[src/hw/rtl/kat_regfile.sv]
// ----------------------------------------------------------------------------
// Kalman altitude tracker register file
// Working store for state, covariance and temporaries: one write port and two
// read ports with registered read data.
// ----------------------------------------------------------------------------
module kat_regfile (
  input  logic        clk,
  input  logic        we,
  input  logic [4:0]  waddr,
  input  logic [63:0] wdata,
  input  logic [4:0]  raddr_a,
  input  logic [4:0]  raddr_b,
  output logic [63:0] rdata_a,
  output logic [63:0] rdata_b
);

  logic [63:0] mem_r [32];
  logic [63:0] rda_r, rdb_r;

  always_ff @(posedge clk) begin
    if (we) begin
      mem_r[waddr] <= wdata;
    end
  end

  always_ff @(posedge clk) begin
    rda_r <= mem_r[raddr_a];
    rdb_r <= mem_r[raddr_b];
  end

  assign rdata_a = rda_r;
  assign rdata_b = rdb_r;

endmodule

[config.mk]
export PLATFORM = sky130hd
export DESIGN_NAME = kat_regfile
export DESIGN_NICKNAME = d
export VERILOG_FILES = /design/src/hw/rtl/kat_regfile.sv
export SDC_FILE = /design/constraint.sdc
export NUM_CORES = 2
export LEC_CHECK = 0
export BUFFER_PORTS_ARGS = -buffer_cell sky130_fd_sc_hd__buf_2
export CAP_MARGIN = 20
export CORE_MARGIN = 2
export CORE_UTILIZATION = 33
export CTS_BUF_LIST = sky130_fd_sc_hd__clkbuf_16
export CTS_CLUSTER_SIZE = 12
export DETAILED_ROUTE_END_ITERATION = 8
export HOLD_SLACK_MARGIN = 0.1
export PLACE_DENSITY = 0.45
export SYNTH_ARGS = -nofsm -noshare
export SYNTH_HDL_FRONTEND = slang
export SYNTH_SLANG_ARGS = --single-unit
[constraint.sdc]
create_clock -name clk -period 5.2 [get_ports clk]
set_clock_uncertainty 0.1 [all_clocks]
set_input_delay 1.04 -clock clk [delete_from_list [all_inputs] [get_ports clk]]
set_output_delay 1.04 -clock clk [all_outputs]
set_load 0.02 [all_outputs]
==> reports/qor.yml <==
htree_levels: 4
rows: 198
cts_sinks: 2176
p_int_uw: 30530
pwr-share-comb_pct: 8.2
outcome: "finished, final reports clean"
cts_root_buf: "clkbuf_16"
crit_arrival_ns: 1.80
cp.required_ns: 4.06
overflow: 0
final.period_utilization_pct: 56.49
floorplan.initialDensity_pct: 33.21
cts_resized: 0
cts_tree: "built"
synthFlopType: "edfxtp_1"
worstPathBufferInverterCount: 1
synth_most_common_cell: "edfxtp_1"
rrSetupSlack_ns: 3.27
placed_cells: 8461
hold_viol_final: 0
synth_commonest_cells: "edfxtp_1 (2048), mux4_2 (1039), mux2i_1 (362)"
power_density_nw_per_um2: 356.8
synth_top_area_share_pct: 63.62
ys_seq_area_share_pct: 66.27
max_freq_mhz: 340.4
drtAntennaViolNets: 0
hpwlAfterDp_um: 189100
clk_pin_slew_ns: 0.06
routabilityCongestion: 0.7592
grt_max_degree: 72
grt_pass1_vias: 54060
routed.top_layer: "met5"
grt_pass1_wl_um: 456600
drt_iter0_markers: 5233
swShare_pct: 23.64
setup_viol: 0
synth_area_leader_cell: "edfxtp_1"
port_buffers: 208
antenna_found_initial: 48
cts_buffer_depth: 4
rr_endpoint: "rdata_a[62]"
crit_type: "reg2out"
yosysWarnings: 0
min_path_type: "in2reg"
finalNetCount: 4887
synth-async-reset-ratio_pct: 0
met3WireLength_um: 24710
area_delta_synth_final_pct: 15.90
whs_endpoint: "rdata_a[22]"
ys_ff_latch: 2176
dieArea_um2: 297300
min_path_cells: 2
die_h_um: 545.2
startpoint_type: "flop"
maxCapViolCount: 0
fp.dieW_um: 545.2
vias: 51660
pin_count: 209
slew_violations: 0
reg2regPathDepth: 4
hp-start: "raddr_a[4]"
viasPerCell: 5.791
p_switching_uw: 9450
max-vdd-ir-drop_mv: 0.3996
rsz0062_at_grt: "no"
grt_usage_pct: 22.19
syn_inst: 4441
wire_per_inst_um: 37.56
synth_edf_count: 2048
cts_made_buffers: 242
crit_path_end_kind: "primary output"
path_cells: "buf_2"
critical_path.slowest_cell: "dfxtp_1"
core_um2: 291100
cts_setup_buffers: 0
tns_ns: 0
ys_top_cells_by_area: "edfxtp_1 (64%), mux4_2 (24%), mux2i_1 (3.7%), dfxtp_1 (2.7%), a221oi_1 (0.84%)"
netlist_area_um2: 96660
routed_wl_um: 335000
worstSkewPairLatency_ns: 0.94
p_leak_uw: 0.03593
tightest_slew_ns: 1.112
timing.rr.start: "mem_r[16][62]"
drive_gt1_share_pct: 38.88
dr.pass1.iters: 5
drc_errors: 0
critPathMaxFanout: 2
m1WireLength_um: 143100
slowest_delay_ns: 0.60
final_cells: 8920
p_seq_share_pct: 49.3
period_needed_ns: 2.938
cp_top_family: "flip-flops"
syn_area_per_cell_um2: 21.77
max_slew_margin_pct: 25.85
p_clk_share_pct: 42.5
wl_met2_um: 158400
synth_cell_type_count: 39
synth_nets: 4522
holdBufCountCts: 0
## through the flow
stage          power, µW  utilization [%]  hold slack [ns]  setup slack, ns  instance area [µm²]
3_5_place_dp       23410            35.80           0.7217            1.309               104200
2_1_floorplan      21980                -           0.6349           0.2378                96660
3_3_place_gp       23420            35.78           0.7274            1.306               104200
4_1_cts            40430            38.47           0.4148            2.148               112000
6_report           39980            38.49           0.4716            2.262               112000
5_1_grt            41260            38.48           0.4319            2.061               112000
## flip-flops by register name (all words and copies together), names as in the netlist
name and flops:
rdata_b 64, mem_r 2048, rdata_a 64
## layer usage
layer | vias up | global-route usage (%)
li1 | 20350 | -
met1 | 28710 | 30.77
met2 | 2116 | 35.35
met3 | 472 | 4.959
met4 | 18 | 5.604
met5 | - | 0
## worst max-delay path by stage
stage	slack, ns	endpoint	startpoint	cells after the start
after floorplan	0.24	mem_r[12][0]	waddr[1]	3
after global placement	1.31	rdata_b[55]	raddr_b[0]	7
after detailed placement	1.31	rdata_b[51]	raddr_b[0]	5
after CTS	2.15	rdata_b[27]	rdata_b[27]	1
after global routing	2.06	rdata_b[55]	raddr_b[0]	7
final	2.26	rdata_b[27]	rdata_b[27]	1
## power by group through the flow
stage	logic [µW]	clock network (µW)	registers [µW]
3_3_place_gp	3330	0	20100
2_1_floorplan	1860	0	20100
5_1_grt	3490	18000	19700
3_5_place_dp	3330	0	20100
6_report	3280	17000	19700
4_1_cts	3340	17400	19700
## final cells by class
| type | instances | area [µm²] |
|---|---|---|
| tap | 3900 | 4880 |
| timing repair buffer | 468 | 4178 |
| multi-input combinational | 1917 | 31100 |
| antenna | 10 | 25.02 |
| clock buffer | 242 | 6056 |
| fill | 26100 | 179100 |
| inverter | 1 | 11.26 |
| sequential | 2176 | 64060 |
| clock inverter | 206 | 1722 |
## cells by family (layout without fill, tap and decap cells)
group	Yosys count	in the layout	synth area share, %
mux	1457	1457	28.61
buf+inv	348	917	1.887
flops	2176	2176	66.27
other cells	0	10	0
simple gates	184	184	0.8569
compound gates	276	276	2.371
## layout by cell type, fill, tap and decap left out, drive strengths merged, types with 46 or more instances in the layout
cell	n
edfxtp	2048
mux4	1039
buf	467
mux2i	362
clkbuf	243
dfxtp	128
clkinv	112
a221oi	93
nand2	87
inv	63
mux2	56
nor2	46
No activity file was read; power rests on OpenSTA's default activity.
